==> src/rtl/lce_pkg.sv <==
// Shared types and constants for the linear convolution engine.
// No dependencies; every other file refers to this package by scoped names.
package lce_pkg;

    localparam int SAMPLE_BITS    = 16;
    localparam int SUM_BITS       = 37;
    localparam int TAP_COUNT_BITS = 6;
    localparam int TAP_INDEX_BITS = 5;

    // item kinds
    localparam logic KIND_TAP    = 1'b0;
    localparam logic KIND_SAMPLE = 1'b1;

    typedef struct packed {
        logic                             kind;
        logic [TAP_INDEX_BITS-1:0]        tap_index;
        logic signed [SAMPLE_BITS-1:0]    value;
        logic                             last;
    } in_word_t;

    typedef struct packed {
        logic signed [SUM_BITS-1:0] sum;
        logic                       end_of_sequence;
    } out_word_t;

    // controls shared by every cell of the chain
    typedef struct packed {
        logic                          shift;
        logic                          clear;
        logic                          tap_write;
        logic signed [SAMPLE_BITS-1:0] sample;
    } line_ctl_t;

    typedef enum logic [0:0] {
        ST_IDLE,
        ST_RUN
    } state_t;

endpackage

==> src/rtl/lce_cell.sv <==
// One cell of the convolution chain: a kernel tap, one delay-line sample
// and one stage of the partial-sum chain. Depends on lce_pkg.
module lce_cell (
    input  logic                                   clk,
    input  logic                                   rst_n,
    input  lce_pkg::line_ctl_t                     ctl,
    input  logic                                   tap_we,
    input  logic                                   active,
    input  logic signed [lce_pkg::SAMPLE_BITS-1:0] tap_value,
    input  logic signed [lce_pkg::SAMPLE_BITS-1:0] sample_in,
    output logic signed [lce_pkg::SAMPLE_BITS-1:0] sample_out,
    input  logic signed [lce_pkg::SUM_BITS-1:0]    psum_in,
    output logic signed [lce_pkg::SUM_BITS-1:0]    psum_out
);

    logic signed [lce_pkg::SAMPLE_BITS-1:0]   tap_reg;
    logic signed [lce_pkg::SAMPLE_BITS-1:0]   smp_reg;
    logic signed [lce_pkg::SUM_BITS-1:0]      psum_reg;
    logic signed [lce_pkg::SUM_BITS-1:0]      psum_next;
    logic signed [2*lce_pkg::SAMPLE_BITS-1:0] prod;

    always_ff @(posedge clk or negedge rst_n)
    begin
        if (!rst_n)
        begin
            tap_reg <= '0;
            smp_reg <= '0;
        end
        else
        begin
            if (tap_we)
            begin
                tap_reg <= tap_value;
            end
            if (ctl.clear)
            begin
                smp_reg <= '0;
            end
            else if (ctl.shift)
            begin
                smp_reg <= sample_in;
            end
        end
    end

    assign prod = tap_reg * smp_reg;

    // taps beyond the kernel length add nothing
    always_comb
    begin
        psum_next = psum_in;
        if (active)
        begin
            psum_next = psum_in + lce_pkg::SUM_BITS'(prod);
        end
    end

    always_ff @(posedge clk)
    begin
        psum_reg <= psum_next;
    end

    assign sample_out = smp_reg;
    assign psum_out   = psum_reg;

endmodule

==> config.mk <==
export PLATFORM = sky130hd
export DESIGN_NAME = lce_cell
export DESIGN_NICKNAME = d
export VERILOG_FILES = /design/src/rtl/lce_pkg.sv /design/src/rtl/lce_cell.sv
export SDC_FILE = /design/constraint.sdc
export NUM_CORES = 1
export LEC_CHECK = 0
export ABC_AREA = 1
export BUFFER_PORTS_ARGS = -buffer_cell sky130_fd_sc_hd__buf_2
export CAP_MARGIN = 0
export CELL_PAD_IN_SITES_DETAIL_PLACEMENT = 1
export CELL_PAD_IN_SITES_GLOBAL_PLACEMENT = 2
export CORE_UTILIZATION = 34
export DETAILED_ROUTE_END_ITERATION = 12
export GPL_TIMING_DRIVEN = 0
export PLACE_DENSITY = 0.8
export SYNTH_ARGS = -nofsm -noshare
export SYNTH_HDL_FRONTEND = slang
export SYNTH_SLANG_ARGS = --single-unit
==> constraint.sdc <==
create_clock -name clk -period 5.5 [get_ports clk]
set_input_delay 0.825 -clock clk [delete_from_list [all_inputs] [get_ports clk]]
set_output_delay 0.825 -clock clk [all_outputs]
set_load 0.02 [all_outputs]
==> flow_summary_export.csv <==
group,metric,value,unit
detailed_routing,routed-via-count,12700,
final_layout,fin_cells,2690,
grt,grt_start_max_net_pins,33,
final_layout,largest_reg_flops,37,
clock_network,clk_pin_slew,0.08,ns
setup_path,critical_path.slowest_cell,"fa_2",
logic_synthesis,async_reset_ff_share,46.4,%
clock_network,cts_tree,"done",
detailed_routing,drt_iter0_markers,551,
logic_synthesis,ys_types,33,
detailed_routing,vias_per_cell,4.70,
timing,slew_viol_final,0,
clock_network,clock_tree.buffer_depth,2,
floorplanning,core.rowCount,76,
timing,worst_slack,-0.229,ns
setup_path,crit_arrival,6.01,ns
final_layout,diodes,0,
setup_path,start_kind,"flop",
timing,fmax,175,MHz
timing,slew-limit-headroom,49.7,%
clock_network,ctsHoldBuffers,0,
grt,grt_pass1_wl,81.7,mm
place,place_inst,2597,
logic_synthesis,synth-seq-cells,69,
grt,grt_pass1_vias,14200,
logic_synthesis,synth_top_area_share,42.3,%
run_status,status,"complete, but fails checks",
clock_network,cts.htree.levels,3,
place,dp_hpwl,42.6,mm
setup_path,cp_data_required_time,5.78,ns
worst_hold_path,hold_class,"input pin to asynchronous set/reset pin",
timing,finalSetupTns,-2.49,ns
timing,timing.final.hold_violations,0,
logic_synthesis,netlist_top_cells_count,"inv_1, nand2_1, fa_1, ha_1, clkbuf_1",
logic_synthesis,syn_area_per_cell,7.97,µm²
run_status,violations,"setup timing",
final_layout,fillCellCount,5231,
setup_path,crit_top_cell,"inv_2",
logic_synthesis,synth_flop_cell,"dfxtp_1",
logic_synthesis,synthCells,1888,
timing,grt_setup_unrepaired,"yes",
setup_path,crit_family,"adder cells",
grt,grt_overflow,0,
floorplanning,ios,145,
logic_synthesis,mappedNetlistNets,2407,
clock_network,clk-insertion-delay-late,0.40,ns
setup_path,path_buf_inv,8,
timing,holdWs,0.501,ns
grt,antenna_found_initial,1,
place,io_buffers,124,
final_layout,final_nets,2619,
timing,finalCritPeriodShare,104,%
floorplanning,core,0.0434,mm²
logic_synthesis,synth-edff-count,0,
final_layout,final_area,0.0192,mm²
setup_path,slowest_delay,0.65,ns
logic_synthesis,yosysMostFrequentCell,"inv_1",
floorplanning,start_util,34.7,%
clock_network,cts_made_buffers,9,
setup_path,cp_max_fo,5,
setup_path,crit_type,"flop to flop",
final_layout,drive_gt1_share,27.9,%
detailed_routing,drc,0,
grt,grt.total_usage,24.8,%
detailed_routing,detail_route.wl_per_cell,19.7,µm
run,max_cap_violations,0,
logic_synthesis,synth.cell_area,0.0151,mm²
clock_network,root_buffer,"clkbuf_16",
detailed_routing,wl,52.9,mm
timing,worst_pin_slew,0.754,ns
floorplanning,die_x,212,µm
place,placed_cell_area,0.0165,mm²
clock_network,cts.sinks,69,
timing,skew,0.0204,ns
setup_path,cp_cell_sequence,"buf_6 > clkbuf_16 > nand2_8 > fa_1 > inv_2 > fa_2 > inv_2 > fa_2 > inv_4 > buf_6 > fa_2 > fa_1 > inv_2 > fa_1 > inv_2 > ha_4 > a21oi_4 > nor2_2 > nor2_1 > o21ai_1 > nor2_1 > nand3b_1 > nand3_2 > nand2_1",
logic_synthesis,synth_top_cell_by_area,"fa_1",
logic_synthesis,yosys_warnings,0,
place,place_congestion,0.889,
floorplanning,die_h,212,µm
setup_path,worstSetupEndpointType,"flop",
detailed_routing,drtAntennaViolNets,0,
floorplanning,die_area,0.0451,mm²
logic_synthesis,yosysSeqAreaShare,10.2,%
timing,finalCriticalPeriod,5.73,ns
logic_synthesis,synthTopCellsByArea,"fa_1, inv_1, nand2_1",
timing,setup_viol,20,
final_layout,area_growth,27.3,%
detailed_routing,drt_first_pass_iters,4,
-- placed cells by master (no fill, tap or decap), drive strengths merged --
master,instances
buf,240
a31oi,2
a21oi,35
o21bai,2
o21ai,52
xnor2,12
nor3,4
clkinvlp,5
ha,109
xor2,2
dfrtp,32
dfxtp,37
clkbuf,48
clkinv,1
nand3,61
bufinv,1
nor4,2
nor2,77
nand2,477
inv,554
mux2,15
and3b,1
fa,318
or2,3
a21o,2
nand4,6
nand3b,7
-- timing repair --
item / CTS / global route
setup endpoints to repair: 29 / 25
resized for setup: 315 / 144
gates cloned: 3 / 0
buffers inserted: 72 / 28
pin swaps: 59 / 100
-- layer usage --
layer	vias up	share of wire, %	global-route usage, %
met1	6532	42	30.9
met5	-	0	0
met2	254	51	42.7
met3	68	4.3	3.96
li1	5801	-	-
met4	0	3.2	9.60
-- logic make-up (layout without fill, tap and decap cells) --
family,after synthesis,in the layout,share of synthesized area (%)
AOI/OAI and AO/OA,93,93,3.32
xor gates and xnor gates,14,14,0.815
adders and majority gates,427,427,51.4
buffers and inverters,632,849,15.9
DFF,69,69,10.2
muxes,15,15,1.12
and+or+nand+nor,638,638,17.3
-- worst reg2reg max path, delay by kind of cell (launching register included) --
kind / cells / cell delay [ns]
AOI/OAI and AO/OA: 2 / 0.26
adders and majority gates: 7 / 3.63
buffers and inverters: 8 / 0.72
DFF: 1 / 0.36
and+or+nand+nor: 7 / 0.66
-- layout make-up --
type | instances | area, µm² | share of cell area [%]
clock buffers | 9 | 225 | 1.18
clock inverters | 7 | 80.1 | 0.418
repair inverters | 1 | 7.51 | 0.0392
inverters | 553 | 2090 | 10.9
plain buffers | 53 | 631 | 3.29
repair buffers | 226 | 1480 | 7.72
flip-flops and latches | 69 | 1570 | 8.21
well taps | 585 | 732 | 3.82
multi-input cells | 1187 | 12300 | 64.4
-- metrics by stage --
step           util [%]  setup slack [ns]
2_1_floorplan         -          0.000259
3_3_place_gp       38.0             -1.25
3_5_place_dp       38.0             -1.27
4_1_cts            42.8            -0.190
5_1_grt            44.2            -0.458
6_report           44.2            -0.229
-- path summary, 6_finish.rpt --
path / slack (ns) / cells after the start / start / endpoint
max in group asynchronous: 4.46 / 1 / rst_n / sample_out[6]$_DFFE_PN0P_
min reg2reg: 0.56 / 1 / tap_reg[2]$_DFFE_PN0P_ / tap_reg[2]$_DFFE_PN0P_
max: -0.23 / 24 / tap_reg[15]$_DFFE_PN0P_ / psum_out[34]$_DFF_P_
min in group clk: 0.56 / 1 / tap_reg[2]$_DFFE_PN0P_ / tap_reg[2]$_DFFE_PN0P_
max reg2reg: -0.23 / 24 / tap_reg[15]$_DFFE_PN0P_ / psum_out[34]$_DFF_P_
min: 0.50 / 1 / rst_n / tap_reg[15]$_DFFE_PN0P_
Power is left out: the tool's default activity adds up to more than one toggle a clock period on the data nets, which glitch-free logic cannot reach.
