==> src/rtl/lce_pkg.sv <==
// Shared types and constants for the linear convolution engine.
// No dependencies; every other file refers to this package by scoped names.
package lce_pkg;

    localparam int SAMPLE_BITS    = 16;
    localparam int SUM_BITS       = 37;
    localparam int TAP_COUNT_BITS = 6;
    localparam int TAP_INDEX_BITS = 5;

    // item kinds
    localparam logic KIND_TAP    = 1'b0;
    localparam logic KIND_SAMPLE = 1'b1;

    typedef struct packed {
        logic                             kind;
        logic [TAP_INDEX_BITS-1:0]        tap_index;
        logic signed [SAMPLE_BITS-1:0]    value;
        logic                             last;
    } in_word_t;

    typedef struct packed {
        logic signed [SUM_BITS-1:0] sum;
        logic                       end_of_sequence;
    } out_word_t;

    // controls shared by every cell of the chain
    typedef struct packed {
        logic                          shift;
        logic                          clear;
        logic                          tap_write;
        logic signed [SAMPLE_BITS-1:0] sample;
    } line_ctl_t;

    typedef enum logic [0:0] {
        ST_IDLE,
        ST_RUN
    } state_t;

endpackage

==> src/rtl/lce_ctrl.sv <==
// Sequencer of the convolution engine: input handshake, tap_count register,
// tail counting, partial-sum wave timing and the result register. Uses lce_pkg.
module lce_ctrl #(
    parameter int MAX_TAPS = 32
) (
    input  logic                                   clk,
    input  logic                                   rst_n,
    input  logic                                   item_valid,
    output logic                                   item_stall,
    input  lce_pkg::in_word_t                      item,
    input  logic                                   tap_count_we,
    input  logic [lce_pkg::TAP_COUNT_BITS-1:0]     tap_count_wdata,
    output logic [lce_pkg::TAP_COUNT_BITS-1:0]     taps_used,
    output lce_pkg::line_ctl_t                     line_ctl,
    input  logic signed [lce_pkg::SUM_BITS-1:0]    chain_sum,
    output logic                                   result_valid,
    input  logic                                   result_stall,
    output lce_pkg::out_word_t                     result
);

    localparam int CNT_W = $clog2(MAX_TAPS + 1);
    localparam int TCW   = lce_pkg::TAP_COUNT_BITS;

    lce_pkg::state_t    state_reg, state_next;
    logic [CNT_W-1:0]   cnt_reg, cnt_next;
    logic [TCW-1:0]     tail_reg, tail_next;
    logic               seq_end_reg, seq_end_next;
    logic [TCW-1:0]     tap_count_reg;
    logic               out_valid_reg, out_valid_next;
    lce_pkg::out_word_t out_reg, out_next;

    logic [TCW-1:0]     tc_eff;
    logic               item_take;
    logic               wave_done;
    logic               finish;

    always_ff @(posedge clk or negedge rst_n)
    begin
        if (!rst_n)
        begin
            tap_count_reg <= TCW'(1);
        end
        else if (tap_count_we)
        begin
            tap_count_reg <= tap_count_wdata;
        end
    end

    // zero counts as one tap; saturate at the chain length
    always_comb
    begin
        tc_eff = (tap_count_reg == '0) ? TCW'(1) : tap_count_reg;
        taps_used = tc_eff;
        if (32'(tc_eff) > 32'(MAX_TAPS))
        begin
            taps_used = TCW'(MAX_TAPS);
        end
    end

    assign item_stall = (state_reg != lce_pkg::ST_IDLE);
    assign item_take  = item_valid && !item_stall;
    assign wave_done  = (state_reg == lce_pkg::ST_RUN) && (cnt_reg == CNT_W'(MAX_TAPS));
    assign finish     = wave_done && (!out_valid_reg || !result_stall);

    // next state
    always_comb
    begin
        state_next = state_reg;
        case (state_reg)
            lce_pkg::ST_IDLE:
            begin
                if (item_take && item.kind == lce_pkg::KIND_SAMPLE)
                begin
                    state_next = lce_pkg::ST_RUN;
                end
            end
            lce_pkg::ST_RUN:
            begin
                if (finish && tail_reg == '0)
                begin
                    state_next = lce_pkg::ST_IDLE;
                end
            end
            default:
            begin
                state_next = lce_pkg::ST_IDLE;
            end
        endcase
    end

    // outputs and datapath updates
    always_comb
    begin
        cnt_next           = cnt_reg;
        tail_next          = tail_reg;
        seq_end_next       = seq_end_reg;
        out_valid_next     = out_valid_reg && result_stall;
        out_next           = out_reg;
        line_ctl.shift     = 1'b0;
        line_ctl.clear     = 1'b0;
        line_ctl.tap_write = 1'b0;
        line_ctl.sample    = '0;
        case (state_reg)
            lce_pkg::ST_IDLE:
            begin
                if (item_take)
                begin
                    if (item.kind == lce_pkg::KIND_SAMPLE)
                    begin
                        line_ctl.shift  = 1'b1;
                        line_ctl.sample = item.value;
                        cnt_next        = '0;
                        seq_end_next    = item.last;
                        tail_next       = item.last ? (taps_used - TCW'(1)) : '0;
                    end
                    else
                    begin
                        line_ctl.tap_write = 1'b1;
                    end
                end
            end
            lce_pkg::ST_RUN:
            begin
                if (!wave_done)
                begin
                    cnt_next = cnt_reg + CNT_W'(1);
                end
                if (finish)
                begin
                    out_valid_next              = 1'b1;
                    out_next.sum                = chain_sum;
                    out_next.end_of_sequence    = seq_end_reg && (tail_reg == '0);
                    if (tail_reg != '0)
                    begin
                        // push a zero for the next tail word
                        line_ctl.shift = 1'b1;
                        tail_next      = tail_reg - TCW'(1);
                        cnt_next       = '0;
                    end
                    else
                    begin
                        line_ctl.clear = seq_end_reg;
                        seq_end_next   = 1'b0;
                    end
                end
            end
            default:
            begin
            end
        endcase
    end

    always_ff @(posedge clk or negedge rst_n)
    begin
        if (!rst_n)
        begin
            state_reg     <= lce_pkg::ST_IDLE;
            cnt_reg       <= '0;
            tail_reg      <= '0;
            seq_end_reg   <= 1'b0;
            out_valid_reg <= 1'b0;
        end
        else
        begin
            state_reg     <= state_next;
            cnt_reg       <= cnt_next;
            tail_reg      <= tail_next;
            seq_end_reg   <= seq_end_next;
            out_valid_reg <= out_valid_next;
        end
    end

    always_ff @(posedge clk)
    begin
        out_reg <= out_next;
    end

    assign result_valid = out_valid_reg;
    assign result       = out_reg;

`ifndef SYNTHESIS
    a_idle_no_tail: assert property (@(posedge clk) disable iff (!rst_n)
        (state_reg == lce_pkg::ST_IDLE) |-> (tail_reg == '0 && !seq_end_reg))
        else $error("tail pending while idle");

    a_clear_shift_excl: assert property (@(posedge clk) disable iff (!rst_n)
        !(line_ctl.clear && line_ctl.shift))
        else $error("delay line cleared and shifted together");

    a_tail_step: assert property (@(posedge clk) disable iff (!rst_n)
        (finish && tail_reg != '0) |=>
            (state_reg == lce_pkg::ST_RUN && cnt_reg == '0 &&
             tail_reg == $past(tail_reg) - TCW'(1)))
        else $error("tail word did not restart the wave");

    a_result_from_run: assert property (@(posedge clk) disable iff (!rst_n)
        $rose(out_valid_reg) |-> $past(state_reg == lce_pkg::ST_RUN && wave_done))
        else $error("result raised without a finished wave");

    a_sample_starts_wave: assert property (@(posedge clk) disable iff (!rst_n)
        (item_take && item.kind == lce_pkg::KIND_SAMPLE) |=>
            (state_reg == lce_pkg::ST_RUN && cnt_reg == '0))
        else $error("sample did not start a wave");
`endif

endmodule

==> config.mk <==
export PLATFORM = sky130hd
export DESIGN_NAME = lce_ctrl
export DESIGN_NICKNAME = d
export VERILOG_FILES = /design/src/rtl/lce_pkg.sv /design/src/rtl/lce_ctrl.sv
export SDC_FILE = /design/constraint.sdc
export NUM_CORES = 1
export LEC_CHECK = 0
export BUFFER_PORTS_ARGS = -buffer_cell sky130_fd_sc_hd__buf_2
export CAP_MARGIN = 25
export CORE_UTILIZATION = 29
export DETAILED_ROUTE_END_ITERATION = 12
export PLACE_DENSITY_LB_ADDON = 0.12
export SYNTH_ARGS = -nofsm -noshare
export SYNTH_HDL_FRONTEND = slang
export SYNTH_SLANG_ARGS = --single-unit
export TNS_END_PERCENT = 20
==> constraint.sdc <==
create_clock -name clk -period 4.5 [get_ports clk]
set_clock_uncertainty 0.1 [all_clocks]
set_input_delay 0.45 -clock clk [delete_from_list [all_inputs] [get_ports clk]]
set_output_delay 0.45 -clock clk [all_outputs]
set_load 0.1 [all_outputs]
==> impl_metrics.toml <==
[placement]
hpwl_um = 4140
place_congestion = 0.751
numPortBuffers = 130

[power_and_ir_drop]
power.density_mw_per_mm2 = 461
leakage_nw = 1.64
peakVddDrop_uv = 144

[critical_path]
path_cells = "or4b_4 -> or3_4 -> clkinv_4 -> a21oi_2 -> inv_2 -> buf_2"
r2r_start = "item_stall"
slowest_stage = "dfrtp_1"
critPathMaxStageDelay_ns = 0.67
critPathArrivalTime_ns = 3.03
crit_required_ns = 3.95
worst_r2r_path_depth = 6
end_kind = "output pin"
path_max_fanout = 44
startpoint = "item_stall"
path_class = "reg -> out"
startpoint_type = "flip-flop"

[finish]
fill_cells = 817
layout_commonest_cell = "buf_2"
final_layout_size_suffix_gt1_frac = 0.459
diodes = 0
final_cell_mix = "130 x buf_2, 38 x edfxtp_1, 20 x dfrtp_1"
layout.nets = 405
largest_reg_flops = 38
area_growth_pct = 37.5
final_core_util = 0.417

[sta]
slew-limit-headroom = 0.645
tightest_slew_ns = 0.533
period_share = 0.795
fin_crit_ns = 3.58
finalMaxSlewViolations = 0
fmax_mhz = 280
setup_viol = 0
rsz0062_at_grt = "false"
tns_ns = 0
hold_viol = 0

[floorplanning]
start_util = 0.303
die_x_um = 95.4
die_h_um = 95.4
dieArea_mm2 = 0.00911
pin_count = 136
row_count = 33
core_region_area_mm2 = 0.00834

[grt]
grt_pass1_vias = 1790
grt_max_degree = 45
gr-usage-all-layers = 0.130
grt_pass1_wl_um = 8530
antenna_found_initial = 0
grt.overflow.total = 0

[drt]
vias = 2030
drc = 0
first_iter_violations = 54
wl_per_cell_um = 13.1
routed_wl_um = 5740
routed_via_density = 4.63
firstDrtPassIters = 4
ant_nets = 0

[clocking]
cts.repair.resized = 0
cts_root_buf = "clkbuf_8"
cts_buffers = 9
htreeDepth = 3
cts_setup_buffers = 0
insertion_delay_ns = 0.34
path_clk_slew_ns = 0.06
ctsHoldBuffers = 1
clock_path_buffers = 2
cts_tree = "built"
numClockSinks = 59

[logic_synthesis]
synthCells = 197
ys_seq_elements = 59
syn_nets = 272
syn_area_mm2 = 0.00253
synthDistinctLibCells = 46
synth_warnings = 0
seq_area_frac_synth = 0.659
yosys-top-cells-area = "edfxtp_1 45%, dfrtp_1 20%, and3_1 4.7%, nand2_1 2.2%, ha_1 2.0%"
synth_top_cell_area_share = 0.451
yosysTopAreaCell = "edfxtp_1"
syn_avg_cell_area_um2 = 12.8

[hold_path]
hold_start = "chain_sum[14]"
worstHoldPathType = "in -> reg"
whs_path_depth = 1

[outcome]
outcome = "complete, no violations"

[flow_run]
max_cap_viol_count = 0
[report_power, final]
group | leakage (nW) | switching (mW) | total [mW] | internal [mW]
Clock | 0.0973 | 0.196 | 0.498 | 0.302
Sequential | 0.592 | 0.0599 | 0.699 | 0.639
Combinational | 0.952 | 0.273 | 0.408 | 0.136
Total | 1.64 | 0.528 | 1.60 | 1.08
[worst paths after layout]
path / endpoint / slack, ns
max in group asynchronous: tap_count_reg[0] / 3.42
min reg2reg: tail_reg[1] / 0.41
min in group asynchronous: result_valid / 0.51
min: result[15] / 0.19
max: line_ctl[18] / 0.92
max reg2reg: tail_reg[1] / 1.72
[cell usage after synthesis (all sizes together)]
master  number
edfxtp      38
dfrtp       20
and3        19
nand2       15
inv         11
o21ai       10
a21oi        8
clkbuf       8
mux2         6
nor2         6
and2         4
ha           4
nor2b        4
a211oi       3
nor3         3
o22ai        3
or3          3
xnor2        3
a31oi        2
mux2i        2
nand3        2
nand3b       2
o41ai        2
xor2         2
a221o        1
a311oi       1
buf          1
clkinv       1
dfstp        1
nand2b       1
nand4        1
nand4b       1
nor3b        1
nor4         1
o211ai       1
o221a        1
o32ai        1
or2          1
or3b         1
or4          1
or4b         1
[critical path: cells and delay by family, from the launching register on]
family | cells | cell delay, ns
buf+inv | 3 | 0.92
compound gates | 1 | 0.12
simple gates | 2 | 0.98
flops | 1 | 0.67
[through the flow]
| stage | total power, mW | hold WS, ns | worst slack (ns) | instances | cell area [um2] |
|---|---|---|---|---|---|
| floorplan | 1.03 | 0.0544 | 0.485 | 197 | 2530 |
| global placement | 1.12 | 0.349 | 1.26 | 423 | 3280 |
| detailed placement | 1.12 | 0.346 | 1.23 | 423 | 3280 |
| CTS | 1.62 | 0.171 | 0.874 | 438 | 3480 |
| global route | 1.69 | 0.173 | 0.757 | 438 | 3480 |
| finish | 1.60 | 0.188 | 0.924 | 438 | 3480 |
[cell type report]
cell class / instances / area, um2 / area share
inverter: 12 / 50.0 / 0.0144
timing repair buffer: 131 / 661 / 0.190
sequential: 59 / 1670 / 0.479
clock buffer: 10 / 128 / 0.0367
multi-input combinational: 117 / 776 / 0.223
tap: 105 / 131 / 0.0377
clock inverter: 4 / 67.6 / 0.0194
[logic make-up (layout without fill, tap and decap cells)]
group,after synthesis,count (layout),synth area share
and+or+nand+nor,67,67,0.151
DFF,59,59,0.659
AOI/OAI and AO/OA,33,33,0.0835
buffers and inverters,21,157,0.0346
muxes,8,8,0.0346
xor gates and xnor gates,5,5,0.0173
adders and majority gates,4,4,0.0198
[per-layer routing]
metal,track usage,share of wire,routed length (um)
met5,0,0,0
met4,0.0784,0.024,136
met3,0.0359,0.095,545
met2,0.202,0.44,2520
met1,0.160,0.44,2540
(Power assumes the default switching activity.)
